### src/hdl/machine_timer_compare_interrupt_macros.svh
// Assertion helpers for the machine timer block.
// The module using them must have i_clk and an active-low i_rst_n.
`ifndef MACHINE_TIMER_COMPARE_INTERRUPT_MACROS_SVH
`define MACHINE_TIMER_COMPARE_INTERRUPT_MACROS_SVH

// Same-cycle implication.
`define MTCI_ASSERT_IMPL(lbl, ante, cons) \
    lbl: assert property (@(posedge i_clk) disable iff (!i_rst_n) (ante) |-> (cons)) \
        else $error("mtci: same-cycle check failed");

// Next-cycle implication.
`define MTCI_ASSERT_NEXT(lbl, ante, cons) \
    lbl: assert property (@(posedge i_clk) disable iff (!i_rst_n) (ante) |=> (cons)) \
        else $error("mtci: next-cycle check failed");

`endif

### src/hdl/mtci_pkg.sv
`default_nettype none

package mtci_pkg;

    localparam int HALF_W = 32;
    localparam int CMP_W  = 64;

    typedef enum logic [1:0] {
        CMD_TICK  = 2'd0,
        CMD_READ  = 2'd1,
        CMD_WRITE = 2'd2
    } t_cmd;

    typedef enum logic [1:0] {
        SEL_TIME_LO = 2'd0,
        SEL_TIME_HI = 2'd1,
        SEL_CMP_LO  = 2'd2,
        SEL_CMP_HI  = 2'd3
    } t_sel;

    typedef enum logic [1:0] {
        CODE_NONE     = 2'd0,
        CODE_EXTERNAL = 2'd1,
        CODE_TIMER    = 2'd2
    } t_code;

    typedef struct packed {
        logic [1:0]        command;
        logic [1:0]        reg_select;
        logic [HALF_W-1:0] write_data;
        logic [HALF_W-1:0] elapsed_ticks;
        logic              ext_claim_active;
        logic              ext_pending_bit;
        logic              ext_enable_bit;
        logic              timer_enable_bit;
        logic              global_enable_bit;
    } t_item;

    typedef struct packed {
        logic [HALF_W-1:0] read_data;
        logic              timer_pending;
        logic              wake_core;
        logic [1:0]        interrupt_code;
    } t_result;

    // handshake between two internal stages
    typedef struct packed {
        logic valid;
        logic take;
    } t_flow;

endpackage

`default_nettype wire

### src/hdl/mtci_in_stage.sv
`default_nettype none

module mtci_in_stage
    import mtci_pkg::*;
(
    input  wire logic  i_clk,
    input  wire logic  i_rst_n,
    input  wire logic  i_valid,
    output logic       o_stall,
    input  wire t_item i_item,
    input  wire logic  i_take,
    output logic       o_valid,
    output t_item      o_item
);

    logic  r_valid;
    logic  n_valid;
    t_item r_item;
    logic  load;

    assign o_stall = r_valid && !i_take;
    assign load    = i_valid && !o_stall;

    always_comb begin
        if (load) begin
            n_valid = 1'b1;
        end else if (i_take) begin
            n_valid = 1'b0;
        end else begin
            n_valid = r_valid;
        end
    end

    always_ff @(posedge i_clk) begin
        if (!i_rst_n) begin
            r_valid <= 1'b0;
        end else begin
            r_valid <= n_valid;
        end
    end

    always_ff @(posedge i_clk) begin
        if (load) begin
            r_item <= i_item;
        end
    end

    assign o_valid = r_valid;
    assign o_item  = r_item;

endmodule

`default_nettype wire

### src/hdl/mtci_core.sv
`default_nettype none

`include "machine_timer_compare_interrupt_macros.svh"

module mtci_core
    import mtci_pkg::*;
#(
    parameter int TIME_WIDTH = 64
) (
    input  wire logic  i_clk,
    input  wire logic  i_rst_n,
    input  wire logic  i_go,
    input  wire t_item i_item,
    output t_result    o_res
);

    logic [TIME_WIDTH-1:0] r_time;
    logic [TIME_WIDTH-1:0] n_time;
    logic [CMP_W-1:0]      r_compare;
    logic [CMP_W-1:0]      n_compare;
    logic                  r_pending;
    logic                  n_pending;

    logic [TIME_WIDTH-1:0] time_sum;
    logic                  ext_take;
    logic                  hit;
    logic [HALF_W-1:0]     rdata;
    logic                  wake;
    t_code                 code;

    assign ext_take = i_item.ext_claim_active && i_item.ext_pending_bit
                   && i_item.ext_enable_bit && i_item.global_enable_bit;
    assign time_sum = r_time + TIME_WIDTH'(i_item.elapsed_ticks);
    // compare of zero disables; bits above the time range make it unreachable
    assign hit      = (r_compare != '0) && (CMP_W'(time_sum) >= r_compare);

    always_comb begin
        n_time    = r_time;
        n_compare = r_compare;
        n_pending = r_pending;
        rdata     = '0;
        wake      = 1'b0;
        code      = CODE_NONE;
        unique case (i_item.command)
            CMD_TICK: begin
                if (ext_take) begin
                    code = CODE_EXTERNAL;
                end else begin
                    n_time    = time_sum;
                    n_pending = hit;
                    wake      = hit;
                    if (hit && i_item.timer_enable_bit && i_item.global_enable_bit) begin
                        code = CODE_TIMER;
                    end
                end
            end
            CMD_READ: begin
                unique case (t_sel'(i_item.reg_select))
                    SEL_TIME_LO: rdata = r_time[HALF_W-1:0];
                    SEL_TIME_HI: rdata = HALF_W'(r_time >> HALF_W);
                    SEL_CMP_LO:  rdata = r_compare[HALF_W-1:0];
                    SEL_CMP_HI:  rdata = r_compare[CMP_W-1:HALF_W];
                    default:     rdata = '0;
                endcase
            end
            CMD_WRITE: begin
                // time halves are read-only
                if (i_item.reg_select == SEL_CMP_LO) begin
                    n_compare[HALF_W-1:0] = i_item.write_data;
                end else if (i_item.reg_select == SEL_CMP_HI) begin
                    n_compare[CMP_W-1:HALF_W] = i_item.write_data;
                end
            end
            default: begin
            end
        endcase
    end

    always_ff @(posedge i_clk) begin
        if (!i_rst_n) begin
            r_time    <= '0;
            r_compare <= '0;
            r_pending <= 1'b0;
        end else if (i_go) begin
            r_time    <= n_time;
            r_compare <= n_compare;
            r_pending <= n_pending;
        end
    end

    assign o_res.read_data      = rdata;
    assign o_res.timer_pending  = n_pending;
    assign o_res.wake_core      = wake;
    assign o_res.interrupt_code = code;

    `MTCI_ASSERT_IMPL(a_wake_sets_pending, i_go && o_res.wake_core, o_res.timer_pending)
    `MTCI_ASSERT_IMPL(a_timer_code_needs_flag, i_go && code == CODE_TIMER, n_pending && wake)
    `MTCI_ASSERT_NEXT(a_pending_only_on_tick, i_go && i_item.command != CMD_TICK, r_pending == $past(r_pending))
    `MTCI_ASSERT_NEXT(a_time_only_on_tick, i_go && i_item.command != CMD_TICK, $stable(r_time))
    `MTCI_ASSERT_NEXT(a_compare_only_on_write, i_go && i_item.command != CMD_WRITE, $stable(r_compare))

endmodule

`default_nettype wire

### src/hdl/mtci_out_stage.sv
`default_nettype none

module mtci_out_stage
    import mtci_pkg::*;
(
    input  wire logic    i_clk,
    input  wire logic    i_rst_n,
    input  wire logic    i_load,
    input  wire t_result i_res,
    output logic         o_free,
    output logic         o_valid,
    input  wire logic    i_stall,
    output t_result      o_res
);

    logic    r_valid;
    logic    n_valid;
    t_result r_res;

    // room when empty or when the held beat leaves this edge
    assign o_free = !r_valid || !i_stall;

    always_comb begin
        if (i_load) begin
            n_valid = 1'b1;
        end else if (i_stall) begin
            n_valid = r_valid;
        end else begin
            n_valid = 1'b0;
        end
    end

    always_ff @(posedge i_clk) begin
        if (!i_rst_n) begin
            r_valid <= 1'b0;
        end else begin
            r_valid <= n_valid;
        end
    end

    always_ff @(posedge i_clk) begin
        if (i_load) begin
            r_res <= i_res;
        end
    end

    assign o_valid = r_valid;
    assign o_res   = r_res;

endmodule

`default_nettype wire

### src/hdl/machine_timer_compare_interrupt.sv
// Machine timer with 64-bit compare, reached as 32-bit register halves.
// Input channel: i_in_valid / o_in_stall with one port per field; a beat is
//   taken at a rising edge with i_in_valid high and o_in_stall low. command
//   selects tick, register read or register write.
// Output channel: o_out_valid / i_out_stall; one result beat per input beat,
//   in order.
// Path: a beat taken into the input register is processed by the core and
//   captured in the output register once it has room, and shown from then on.
// Throughput: one beat per cycle unless the receiver stalls; the time add and
//   64-bit compare sit in one stage between the input and output registers.
// Reset (synchronous, i_rst_n low): time, compare and the pending flag clear,
//   both stage registers empty, so o_in_stall is low out of reset.
// When the receiver stalls, the output beat holds; one more beat can be taken
//   into the input register, after which o_in_stall rises until the output
//   drains.
// TIME_WIDTH (32..64) sets the width of the time counter, which wraps.
`default_nettype none

module machine_timer_compare_interrupt
    import mtci_pkg::*;
#(
    parameter int TIME_WIDTH = 64
) (
    input  wire logic        i_clk,
    input  wire logic        i_rst_n,
    input  wire logic        i_in_valid,
    output logic             o_in_stall,
    input  wire logic [1:0]  i_command,
    input  wire logic [1:0]  i_reg_select,
    input  wire logic [31:0] i_write_data,
    input  wire logic [31:0] i_elapsed_ticks,
    input  wire logic        i_ext_claim_active,
    input  wire logic        i_ext_pending_bit,
    input  wire logic        i_ext_enable_bit,
    input  wire logic        i_timer_enable_bit,
    input  wire logic        i_global_enable_bit,
    output logic             o_out_valid,
    input  wire logic        i_out_stall,
    output logic [31:0]      o_read_data,
    output logic             o_timer_pending,
    output logic             o_wake_core,
    output logic [1:0]       o_interrupt_code
);

    t_item   in_item;
    t_item   stage_item;
    t_flow   flow;
    logic    out_free;
    t_result core_res;
    t_result out_res;

    assign in_item.command           = i_command;
    assign in_item.reg_select        = i_reg_select;
    assign in_item.write_data        = i_write_data;
    assign in_item.elapsed_ticks     = i_elapsed_ticks;
    assign in_item.ext_claim_active  = i_ext_claim_active;
    assign in_item.ext_pending_bit   = i_ext_pending_bit;
    assign in_item.ext_enable_bit    = i_ext_enable_bit;
    assign in_item.timer_enable_bit  = i_timer_enable_bit;
    assign in_item.global_enable_bit = i_global_enable_bit;

    assign flow.take = flow.valid && out_free;

    mtci_in_stage u_in_stage (
        .i_clk   (i_clk),
        .i_rst_n (i_rst_n),
        .i_valid (i_in_valid),
        .o_stall (o_in_stall),
        .i_item  (in_item),
        .i_take  (flow.take),
        .o_valid (flow.valid),
        .o_item  (stage_item)
    );

    mtci_core #(
        .TIME_WIDTH (TIME_WIDTH)
    ) u_core (
        .i_clk   (i_clk),
        .i_rst_n (i_rst_n),
        .i_go    (flow.take),
        .i_item  (stage_item),
        .o_res   (core_res)
    );

    mtci_out_stage u_out_stage (
        .i_clk   (i_clk),
        .i_rst_n (i_rst_n),
        .i_load  (flow.take),
        .i_res   (core_res),
        .o_free  (out_free),
        .o_valid (o_out_valid),
        .i_stall (i_out_stall),
        .o_res   (out_res)
    );

    assign o_read_data      = out_res.read_data;
    assign o_timer_pending  = out_res.timer_pending;
    assign o_wake_core      = out_res.wake_core;
    assign o_interrupt_code = out_res.interrupt_code;

endmodule

`default_nettype wire
### config.mk
export PLATFORM = sky130hd
export DESIGN_NAME = machine_timer_compare_interrupt
export DESIGN_NICKNAME = d
export VERILOG_FILES = /design/src/hdl/mtci_pkg.sv /design/src/hdl/mtci_in_stage.sv /design/src/hdl/mtci_core.sv /design/src/hdl/mtci_out_stage.sv /design/src/hdl/machine_timer_compare_interrupt.sv
export VERILOG_INCLUDE_DIRS = /design/src /design/src/hdl
export SDC_FILE = /design/constraint.sdc
export NUM_CORES = 1
export LEC_CHECK = 0
export BUFFER_PORTS_ARGS = -buffer_cell sky130_fd_sc_hd__buf_2
export CAP_MARGIN = 20
export CORE_ASPECT_RATIO = 1.1
export CORE_MARGIN = 2
export CORE_UTILIZATION = 61
export CTS_BUF_LIST = sky130_fd_sc_hd__clkbuf_16
export DETAILED_ROUTE_END_ITERATION = 10
export PLACE_DENSITY = 0.87
export SETUP_SLACK_MARGIN = 0.02
export SLEW_MARGIN = 15
export SYNTH_ARGS = -nofsm -noshare
export SYNTH_HDL_FRONTEND = slang
export SYNTH_SLANG_ARGS = --single-unit
### constraint.sdc
create_clock -name i_clk -period 5 [get_ports i_clk]
set_input_delay 0.5 -clock i_clk [delete_from_list [all_inputs] [get_ports i_clk]]
set_output_delay 0.5 -clock i_clk [all_outputs]
set_load 0.02 [all_outputs]
## Yosys cells after proc, flatten, opt, wreduce, memory -nomap -nowiden

Index checks and enable logic that the tools add are counted.
W data, S select, Z words.

| cells by class | value |
|---|---|
| add/subtract/negate cells | 1 |
| bitwise logic cells | 3 |
| reductions and logical operators | 22 |
| multiplexer cells | 9 |
| eq/ne operators | 6 |
| magnitude comparators | 1 |

Operators by type and width:

| kind | count |
|---|---|
| $pmux W32 S4 | 1 |
| $add A64 B32 Y64 | 1 |
| $ge A64 B64 Y1 | 1 |
| $reduce_bool A64 Y1 | 1 |
| $logic_and A1 B1 Y1 | 9 |
| $mux W1 | 7 |
| $eq A2 B2 Y1 const B | 3 |
| $reduce_and A3 Y1 | 2 |
| $eq A2 B1 Y1 const B | 2 |
| $logic_not A1 Y1 | 4 |
| $logic_not A2 Y1 | 2 |
| $reduce_and A4 Y1 | 1 |
| $not A1 Y1 | 3 |
| $mux W2 | 1 |
| $ne A2 B1 Y1 const B | 1 |
| $reduce_bool A2 Y1 | 1 |
| $reduce_or A2 Y1 | 1 |
| $logic_or A1 B1 Y1 | 1 |

| storage, ports and cells | value |
|---|---|
| output and inout bits | 38 |
| flip-flop bits (word level) | 240 |
| input port bits | 77 |

## Logic depth before layout (Yosys ltp)

Gate-level depths: netlist of run 1.

| logic depth | value |
|---|---|
| depth after elaboration | 8 |
| depth in mapped cells | 21 |
| mapped depth without buffers | 20 |

## Modules after synthesis

A second synthesis of run 1 with hierarchy kept.

| second synthesis, totals | value |
|---|---|
| cell total of the unflattened synthesis | 1452 |
| area total of the unflattened synthesis | 13784.5 µm² |

Modules (own cells, without submodules):

| module | sequential area each (µm²) | cells each | area each (µm²) | times used |
|---|---|---|---|---|
| mtci_core | 2582.5 | 1334 | 10422.5 | 1 |
| mtci_in_stage | 2212.1 | 77 | 2239.6 | 1 |
| mtci_out_stage | 1101.1 | 40 | 1116.1 | 1 |
| machine_timer_compare_interrupt | 0.0 | 1 | 6.3 | 1 |

## Worst setup path after synthesis of run 1

No wires, ideal clock.

| timing | value |
|---|---|
| kind | input-to-reg |
| from | input i_out_stall |
| to | register u_in_stage.r_item (netlist bit u_in_stage.o_item[0]), enable pin |
| slack | 474 ps |
| data arrival time | 4014 ps |
| path buffers | 0 |
| cell stages on the path | 2 |
| setup time | 512 ps |
| cells stage by stage | and3_1 > nor2b_1 |

| on the way | value |
|---|---|
| longest elaborated chain between the ends | 7 |

Ends and longest elaborated chain:

| what | line | source |
|---|---|---|
| from (decl) | machine_timer_compare_interrupt.sv:38 | `input wire logic i_out_stall,` |
| $logic_not A1 Y1 | mtci_out_stage.sv:21 | `assign o_free = !r_valid \|\| !i_stall;` |
| $logic_or A1 B1 Y1 | mtci_out_stage.sv:21 |  |
| $logic_and A1 B1 Y1 | machine_timer_compare_interrupt.sv:62 | `assign flow.take = flow.valid && out_free;` |
| $logic_not A1 Y1 | mtci_in_stage.sv:21 | `assign o_stall = r_valid && !i_take;` |
| $logic_and A1 B1 Y1 | mtci_in_stage.sv:21 |  |
| $logic_not A1 Y1 | mtci_in_stage.sv:22 | `assign load = i_valid && !o_stall;` |
| $logic_and A1 B1 Y1 | mtci_in_stage.sv:22 |  |
| via u_in_stage.load | mtci_in_stage.sv:19 | `logic load;` |
| to (signal assigned) | mtci_in_stage.sv:44 | `r_item <= i_item;` |
| to (decl) | mtci_in_stage.sv:18 | `t_item r_item;` |

The timed path passes the listed nets, and every way through them passes these cells.
A chain may end at the register's enable or synchronous reset.

## Worst setup path in the final report of run 1

| timing | value |
|---|---|
| from | register u_in_stage.r_item (netlist bit u_in_stage.o_item[6]) |
| to | register u_out_stage.r_res (netlist bit u_out_stage.o_res[3]) (data pin) |

| on the way | value |
|---|---|
| longest elaborated chain between the ends | 5 |

Ends and longest elaborated chain:

| what | line | source |
|---|---|---|
| $add A64 B32 Y64 | mtci_core.sv:33 | `assign time_sum = r_time + TIME_WIDTH'(i_item.elapsed_ticks);` |
| via u_core.time_sum[33] | mtci_core.sv:24 | `logic [TIME_WIDTH-1:0] time_sum;` |
| $ge A64 B64 Y1 | mtci_core.sv:35 | `assign hit = (r_compare != '0) && (CMP_W'(time_sum) >= r_compare);` |
| $logic_and A1 B1 Y1 | mtci_core.sv:35 |  |
| $mux W1 | mtci_core.sv:46 | `if (ext_take) begin` |
| $mux W1 | mtci_core.sv:44 | `unique case (i_item.command)` |
| via u_core.n_pending | mtci_core.sv:22 | `logic n_pending;` |
| to (signal assigned) | mtci_out_stage.sv:43 | `r_res <= i_res;` |
| to (decl) | mtci_out_stage.sv:18 | `t_result r_res;` |

The timed path passes the listed nets, and every way through them passes these cells.

==> flow_summary.ini, run 1 <==
[routing]
drt_iter0_markers = 1147
wl_microns = 37640
via_per_inst = 6.245
vias = 11430
avgRoutedWirePerCell_microns = 20.57
drt_pass1_iterations = 6
drc_errors = 0
ant_nets = 0

[sta]
period_needed_ps = 4878
slew_headroom_pct = 35.39
clock_skew_ps = 11.10
rsz0062_at_grt = false
setup_viol = 0
worst_pin_slew_ps = 969.2
drv_slew = 0
fmax_ghz = 0.2050
fin_hold_ws_ps = 131.7
hold_viol_final = 0
finalCritPeriodShare_pct = 97.55

[power_and_ir_drop]
power_leakage_nw = 5.828
power.density_mw_per_mm2 = 296.7
ir_drop_mv = 0.2901
p_total_mw = 4.566

[hold_path]
hold_path_class = in2reg
holdPathStages = 1
hold_path_end = u_in_stage.o_item[8]
worstHoldStart = i_elapsed_ticks[3]

[critical_path]
path_cells = ha_1 -> a211oi_1 -> o21bai_1 -> o211ai_1 -> a21oi_1 -> o2111ai_1 -> buf_4 -> nand2_1 -> nand2_1 -> xnor2_1 -> ha_1 -> a21oi_1 -> o21ai_0 -> a221oi_1 -> a21boi_0 -> o41ai_1 -> a31oi_2 -> o21ai_0
crit_required_ps = 5270
cp_max_fo = 11
reg2regPathDepth = 18
slowest_delay_ps = 410
crit_path_end_kind = flop
reg2reg_to = u_out_stage.o_res[3]
cp_num_buf_inv = 1
crit_family = compound AO/OA/AOI/OAI gates
start_kind = flop
crit_slowest_cell = a221oi_1
crit_type = reg2reg
reg2reg_setup_slack_ps = 120
reg2reg_from = u_in_stage.o_item[6]
arrival_ps = 5150

[clock_network]
cts_tree = built
clk_latency_ps = 540
hold_buffers = 0
cts_root_buf = clkbuf_16
cts_sinks = 240
clock_path_buffers = 3
htreeDepth = 1
clk_pin_slew_ps = 70
cts_buffers = 26

[global_route]
antenna_found_initial = 1
grt-ovfl-total = 0
grt_pass1_vias = 10870
grt_pass1_wl_microns = 58850
grt_start_max_net_pins = 74
grtUsageTotal_pct = 31.91

[logic_synthesis]
yosysMostFrequentCell = nand2_1
synthDistinctLibCells = 79
synth_area_leaders = edfxtp_1, dfxtp_1, ha_1, nand2_1, a21oi_1
synth-adder-area-share_pct = 9.004
synth_compound_area_share_pct = 14.58
synth_fp_nets = 1597
synth_top_cell_by_area = edfxtp_1
ys.flop_type = dfxtp_1
syn_avg_cell_area_sq_um = 9.531
synth-edff-count = 109
async_flop_share_pct = 0
syn_area_sq_mm = 0.01356
ys_seq_area_share_pct = 43.47
synth_top_area_share_pct = 24.13
synthXorXnorAreaFrac_pct = 4.649
synth_mux_area_share_pct = 5.535
netlist_top_cells_count = nand2_1, a21oi_1, dfxtp_1
synth_top_family_by_area = simple AND/OR/NAND/NOR gates
synthSimpleGateAreaFrac_pct = 18.19
netlist_instances = 1423
synth_seq_cells = 240
yosys_warnings = 0

[flow_run]
drv_cap = 0

[cells_and_area]
multi_input_area_sq_mm = 0.007122
regArea_sq_mm = 0.005896
antenna_cells = 0
nNetsFinal = 1689
fillCellCount = 1693
drive_above_1_share_pct = 16.87
syn_to_final_growth_pct = 13.46

[place]
dp_hpwl_microns = 26790
gp_congestion = 0.9926
io_buffer_count = 114

[outcome]
status = completed

[floorplanning]
fp-row-count = 57
core_sq_mm = 0.02197
start_util_pct = 61.75
io_pins = 115
die_h_microns = 160.4
die_w_microns = 146.2
fp.dieArea_sq_mm = 0.02344
[worst max path at each step]
stage,start,endpoint,slack (ps),cells past startpoint
final,u_in_stage.o_item[6],u_out_stage.o_res[3],120,18
after floorplan,i_out_stall,u_in_stage.o_item[0],470,2
after global placement,u_core.r_time[0],u_out_stage.o_res[3],20,20
after detailed placement,u_core.r_time[0],u_out_stage.o_res[3],-180,20
after global routing,u_in_stage.o_item[15],u_out_stage.o_res[3],30,18
after CTS,u_core.r_time[0],u_core.r_pending,30,21
[area by class of cell]
cell class,instances,share of cell area [%]
clock buffer,30,4.878
sequential,240,38.31
inverter,84,2.057
clock inverter,18,1.016
timing repair buffer,138,5.057
tap,295,2.399
multi-input combinational,1025,46.28
[stage by stage]
stage	cell area (sq um)	cells	setup TNS, ps	setup WS, ps	util [%]
global route	15390	1830	0	29.09	70.06
finish	15390	1830	0	122.3	70.06
CTS	15320	1829	0	25.70	69.73
floorplan	13560	1423	0	474.3	-
global placement	14380	1780	0	24.63	65.46
detailed placement	14400	1781	-508.4	-183.4	65.53
[worst reg2reg max path, delay by kind of cell (launching register included)]
family | cells | cell delay [ps]
compound gates | 12 | 2890
xor+xnor | 1 | 120
fa+ha+maj | 2 | 580
buf+inv | 1 | 270
flops | 1 | 390
simple gates | 2 | 370
[metal layers]
| layer | global-route usage [%] | routed length, microns |
|---|---|---|
| met5 | 0.6250 | 10 |
| met2 | 50.64 | 17130 |
| met4 | 12.09 | 1478 |
| met1 | 44.86 | 15440 |
| met3 | 4.489 | 3583 |
[logic make-up after synthesis]
group	after synthesis
buf+inv	158
fa+ha+maj	97
compound gates	313
mux	35
xor+xnor	72
simple gates	508
flops	240
[placed cells by master, fill, tap and decap left out, types with 26 or more instances in the layout]
master,instances
buf_2,114
nand4_1,29
nor2b_1,37
nand3_1,27
dfxtp_1,131
nand2_1,242
xnor2_1,46
mux4_2,32
a21o_1,27
clkbuf_16,30
xor2_1,26
inv_1,83
edfxtp_1,109
nor2_1,55
a21oi_1,160
ha_1,96
o21ai_0,34
[registers in the layout (all words and copies together) (netlist names)]
register             cells
u_in_stage.o_valid       1
u_out_stage.o_res       36
u_in_stage.o_item       73
u_out_stage.o_valid      1
u_core.r_compare        64
u_core.r_pending         1
u_core.r_time           64
[power breakdown]
group	internal (mW)	switching, mW	leakage (nW)
sequential	2.11	0.0348	2.13
combinational	0.152	0.258	3.24
clock	1.18	0.826	0.454
[what timing repair did]
action	4_1_cts	5_1_grt
resized for setup	4	9
buffers inserted	0	0
endpoints found under the hold margin	0	0
setup endpoints to repair	4	4
pin swaps	0	1
(Power assumes the default switching activity.)
==> run 2: changes to the inputs <==
--- a/config.mk
+++ b/config.mk
@@ -14,6 +14,7 @@
 export CTS_BUF_LIST = sky130_fd_sc_hd__clkbuf_16
 export DETAILED_ROUTE_END_ITERATION = 10
 export PLACE_DENSITY = 0.87
+export RECOVER_POWER = 25
 export SETUP_SLACK_MARGIN = 0.02
 export SLEW_MARGIN = 15
 export SYNTH_ARGS = -nofsm -noshare
==> flow_summary.ini, run 2 (same netlist as run 1, synthesis figures left out) <==
[routing]
via_per_inst = 6.251
drt_iter0_markers = 1141
drt_pass1_iterations = 5
avgRoutedWirePerCell_microns = 20.59
drc_errors = 0
ant_nets = 0
vias = 11440
wl_microns = 37680

[critical_path]
path_cells = ha_1 -> a211oi_1 -> o21bai_1 -> o211ai_1 -> a21oi_1 -> o2111ai_1 -> buf_4 -> nand2_1 -> nand2_1 -> xnor2_1 -> ha_1 -> a21oi_1 -> o21ai_0 -> a221oi_1 -> a21boi_0 -> o41ai_1 -> a31oi_2 -> o21ai_0
crit_path_end_kind = flop
path_depth = 18
start_kind = flop
crit_slowest_cell = a221oi_1
reg2reg_setup_slack_ps = 100
crit_required_ps = 5270
crit_type = reg2reg
cp_max_fo = 11
reg2regPathDepth = 18
cp_num_buf_inv = 1
crit_path_end = u_out_stage.o_res[3]
slowest_delay_ps = 410
reg2reg_to = u_out_stage.o_res[3]
worstSetupStartpoint = u_in_stage.o_item[6]
arrival_ps = 5160
reg2reg_from = u_in_stage.o_item[6]
crit_family = compound AO/OA/AOI/OAI gates

[floorplanning]
fp-row-count = 57
die_h_microns = 160.4
fp.dieArea_sq_mm = 0.02344
core_sq_mm = 0.02197
io_pins = 115
start_util_pct = 61.75
die_w_microns = 146.2

[cells_and_area]
regArea_sq_mm = 0.005896
final_common_cell = nand2_1
syn_to_final_growth_pct = 13.41
nNetsFinal = 1689
design_area_sq_mm = 0.01538
multi_input_area_sq_mm = 0.007122
largest_reg_flops = 73
drive_above_1_share_pct = 16.68
instances_no_fill = 1830
final_cell_mix = nand2_1, a21oi_1, dfxtp_1, buf_2, edfxtp_1
antenna_cells = 0
fillCellCount = 1695

[power_and_ir_drop]
power.density_mw_per_mm2 = 296.7
power_leakage_nw = 5.818
clkPwrFrac_pct = 44.0
p_total_mw = 4.564
switchingPower_mw = 1.116
power.internal_mw = 3.448
ir_drop_mv = 0.2901
p_sw_share_pct = 24.45
combPwrFrac_pct = 9.0
pwr-share-seq_pct = 47.0

[clock_network]
clock_path_buffers = 3
htreeDepth = 1
hold_buffers = 0
clk_latency_ps = 540
post_cts_buffers = 0
cts_sinks = 240
cts_tree = built
cts_root_buf = clkbuf_16
clk_pin_slew_ps = 70
cts_buffers = 26

[outcome]
violations = capacitance limit, slew limit
status = finished, violations left

[sta]
hold_viol_final = 0
fin_hold_ws_ps = 131.7
period_needed_ps = 4897
finalCritPeriodShare_pct = 97.93
worst_pin_slew_ps = 2549
clock_skew_ps = 11.67
fin_setup_tns_ps = 0
fmax_ghz = 0.2042
setup_viol = 0
drv_slew = 38
rsz0062_at_grt = false
slew_headroom_pct = -69.95

[flow_run]
drv_cap = 1

[global_route]
grt_pass1_vias = 10870
grt_start_max_net_pins = 74
grt_pass1_wl_microns = 58850
grtUsageTotal_pct = 31.91
grt-ovfl-total = 0
antenna_found_initial = 1

[place]
place_area_sq_mm = 0.01440
dp_cells = 1781
io_buffer_count = 114
gp_congestion = 0.9926
dp_hpwl_microns = 26790

[hold_path]
hold_path_class = in2reg
==> run 2: worst register-to-register path: stages, from the launching register on <==
cell and delay (ps):
edfxtp_1 390, ha_1 320, a211oi_1 280, o21bai_1 180
o211ai_1 340, a21oi_1 190, o2111ai_1 280, buf_4 270
nand2_1 220, nand2_1 150, xnor2_1 120, ha_1 260
a21oi_1 150, o21ai_0 110, a221oi_1 410, a21boi_0 300
o41ai_1 150, a31oi_2 330, o21ai_0 180
==> run 2: through the flow <==
step	setup slack [ps]	utilization, %
after floorplan	474.3	-
final	103.4	70.03
after global routing	29.09	70.03
after global placement	24.63	65.46
after detailed placement	-183.4	65.53
after CTS	25.70	69.73
==> run 2: metal layers <==
layer | part of all wire, % | global-route usage, %
met5 | 0.027 | 0.6250
met4 | 4.2 | 12.09
met3 | 9.2 | 4.489
met2 | 45 | 50.64
met1 | 41 | 44.86
==> run 2: final cells by class <==
class / instances / area share, %
tap: 295 / 2.400
multi-input combinational: 1025 / 46.30
inverter: 84 / 2.058
clock inverter: 18 / 1.017
clock buffer: 30 / 4.880
sequential: 240 / 38.33
timing repair buffer: 138 / 5.019
==> run 2: worst min path at each step <==
stage / startpoint / to / slack, ps / cells past startpoint
final: i_elapsed_ticks[3] / u_in_stage.o_item[8] / 130 / 1
after CTS: i_elapsed_ticks[3] / u_in_stage.o_item[8] / 120 / 1
after global placement: u_core.r_pending / u_core.r_pending / 450 / 2
after floorplan: u_core.r_pending / u_core.r_pending / 440 / 2
after global routing: i_elapsed_ticks[3] / u_in_stage.o_item[8] / 110 / 1
after detailed placement: u_core.r_time[12] / u_core.r_time[12] / 480 / 2
==> run 2: power by group through the flow <==
stage	Combinational (mW)	Sequential, mW	Clock (mW)
2_1_floorplan	0.257	2.19	0
3_3_place_gp	0.381	2.18	0
3_5_place_dp	0.392	2.19	0
4_1_cts	0.401	2.14	2.02
5_1_grt	0.447	2.15	2.11
6_report	0.409	2.15	2.01
==> run 2: what timing repair did <==
item | CTS | global route
hold endpoints to repair | 0 | 0
pin swaps | 0 | 1
setup endpoints to repair | 4 | 4
gates cloned | 0 | 0
resized for setup | 4 | 9
==> run 3: changes to the inputs <==
==> constraint.sdc (replaced) <==
create_clock -name i_clk -period 5 [get_ports i_clk]
set_input_delay 0.5 -clock i_clk [delete_from_list [all_inputs] [get_ports i_clk]]
set_output_delay 0.5 -clock i_clk [all_outputs]
set_load 0.005 [all_outputs]
==> flow_summary.ini, run 3 (same netlist as run 1, synthesis figures left out) <==
[power_and_ir_drop]
power_leakage_nw = 5.815
ir_drop_mv = 0.2901
power.internal_mw = 3.448
combPwrFrac_pct = 8.7
pwr-share-seq_pct = 47.2
p_sw_share_pct = 24.28
clkPwrFrac_pct = 44.1
power.density_mw_per_mm2 = 296.0
switchingPower_mw = 1.105
p_total_mw = 4.553

[place]
io_buffer_count = 114
dp_hpwl_microns = 26790
gp_congestion = 0.9926
place_area_sq_mm = 0.01440

[sta]
clock_skew_ps = 11.81
rsz0062_at_grt = false
finalCritPeriodShare_pct = 97.94
fmax_ghz = 0.2042
setup_viol = 0
hold_viol_final = 0
period_needed_ps = 4897
worst_pin_slew_ps = 2549
fin_setup_tns_ps = 0
slew_headroom_pct = -69.95
drv_slew = 38

[cells_and_area]
multi_input_area_sq_mm = 0.007122
regArea_sq_mm = 0.005896
largest_reg_flops = 73
design_area_sq_mm = 0.01538
nNetsFinal = 1689
final_cell_mix = nand2_1, a21oi_1, dfxtp_1, buf_2, edfxtp_1
drive_above_1_share_pct = 16.61
fillCellCount = 1696
final_common_cell = nand2_1
antenna_cells = 0
final_util_pct = 70.02
syn_to_final_growth_pct = 13.40

[critical_path]
cp_max_fo = 11
crit_path_end_kind = flop
reg2reg_to = u_out_stage.o_res[3]
reg2reg_from = u_in_stage.o_item[6]
arrival_ps = 5160
crit_type = reg2reg
reg2reg_setup_slack_ps = 100
reg2regPathDepth = 18
start_kind = flop
crit_required_ps = 5270

[hold_path]
holdPathStages = 1
worstHoldStart = i_elapsed_ticks[3]
hold_path_class = in2reg
hold_path_end = u_in_stage.o_item[8]

[outcome]
violations = capacitance limit, slew limit
status = finished, violations left

[routing]
via_per_inst = 6.236
wl_microns = 37670
drt_iter0_markers = 1141
avgRoutedWirePerCell_microns = 20.58
ant_nets = 0
drt_pass1_iterations = 5
vias = 11410
drc_errors = 0

[global_route]
grt_pass1_vias = 10870
antenna_found_initial = 1
grtUsageTotal_pct = 31.91
grt-ovfl-total = 0
grt_pass1_wl_microns = 58850
grt_start_max_net_pins = 74

[floorplanning]
core_sq_mm = 0.02197
die_h_microns = 160.4
fp-row-count = 57
fp.dieArea_sq_mm = 0.02344
io_pins = 115
die_w_microns = 146.2
start_util_pct = 61.75

[clock_network]
clk_pin_slew_ps = 70
cts_buffers = 26
clk_latency_ps = 540
hold_buffers = 0
cts_tree = built
cts_root_buf = clkbuf_16
htreeDepth = 1
cts_sinks = 240
clock_path_buffers = 3

[flow_run]
drv_cap = 1
-- run 3: timing repair --
action                     CTS  global route
pin swaps                    0             1
gates resized for setup      4             9
buffers inserted             0             0
setup endpoints to repair    4             4
-- run 3: routing by layer --
layer / part of all wire, % / vias up / track usage (%)
li1: - / 5294 / -
met1: 41 / 5409 / 44.86
met3: 9.2 / 109 / 4.489
met4: 4.1 / 2 / 12.09
met5: 0.027 / - / 0.6250
met2: 45 / 598 / 50.64
-- run 3: worst max-delay path by stage --
stage / from / depth (start not counted) / endpoint
2_1_floorplan: i_out_stall / 2 / u_in_stage.o_item[0]
3_3_place_gp: u_core.r_time[0] / 20 / u_out_stage.o_res[3]
3_5_place_dp: u_core.r_time[0] / 20 / u_out_stage.o_res[3]
4_1_cts: u_core.r_time[0] / 21 / u_core.r_pending
5_1_grt: u_in_stage.o_item[15] / 18 / u_out_stage.o_res[3]
6_report: u_in_stage.o_item[6] / 18 / u_out_stage.o_res[3]
-- run 3: final cells by class --
class                   instances  share of cell area, %
well taps                     295                  2.400
clock buffers                  30                  4.881
clock inverters                18                  1.017
flip-flops and latches        240                  38.33
multi-input cells            1025                  46.30
repair buffers                138                  5.011
inverters                      84                  2.058
-- run 3: power groups by stage --
stage	Combinational [mW]	Clock (mW)	Sequential, mW
6_report	0.398	2.01	2.15
5_1_grt	0.436	2.11	2.15
4_1_cts	0.390	2.02	2.14
3_5_place_dp	0.381	0	2.19
3_3_place_gp	0.370	0	2.18
2_1_floorplan	0.257	0	2.18
-- run 3: critical path, stage by stage (launching register included) --
cell	delay, ps
edfxtp_1	390
ha_1	320
a211oi_1	280
o21bai_1	180
o211ai_1	340
a21oi_1	190
o2111ai_1	280
buf_4	270
nand2_1	220
nand2_1	150
xnor2_1	120
ha_1	260
a21oi_1	150
o21ai_0	110
a221oi_1	410
a21boi_0	300
o41ai_1	150
a31oi_2	330
o21ai_0	180
-- run 3: metrics by stage --
| stage | setup slack [ps] | cells | hold slack [ps] |
|---|---|---|---|
| 4_1_cts | 25.70 | 1829 | 115.6 |
| 2_1_floorplan | 521.8 | 1423 | 440.6 |
| 3_3_place_gp | 24.63 | 1780 | 450.6 |
| 6_report | 103.2 | 1830 | 131.7 |
| 3_5_place_dp | -183.4 | 1781 | 476.4 |
| 5_1_grt | 29.09 | 1830 | 110.5 |
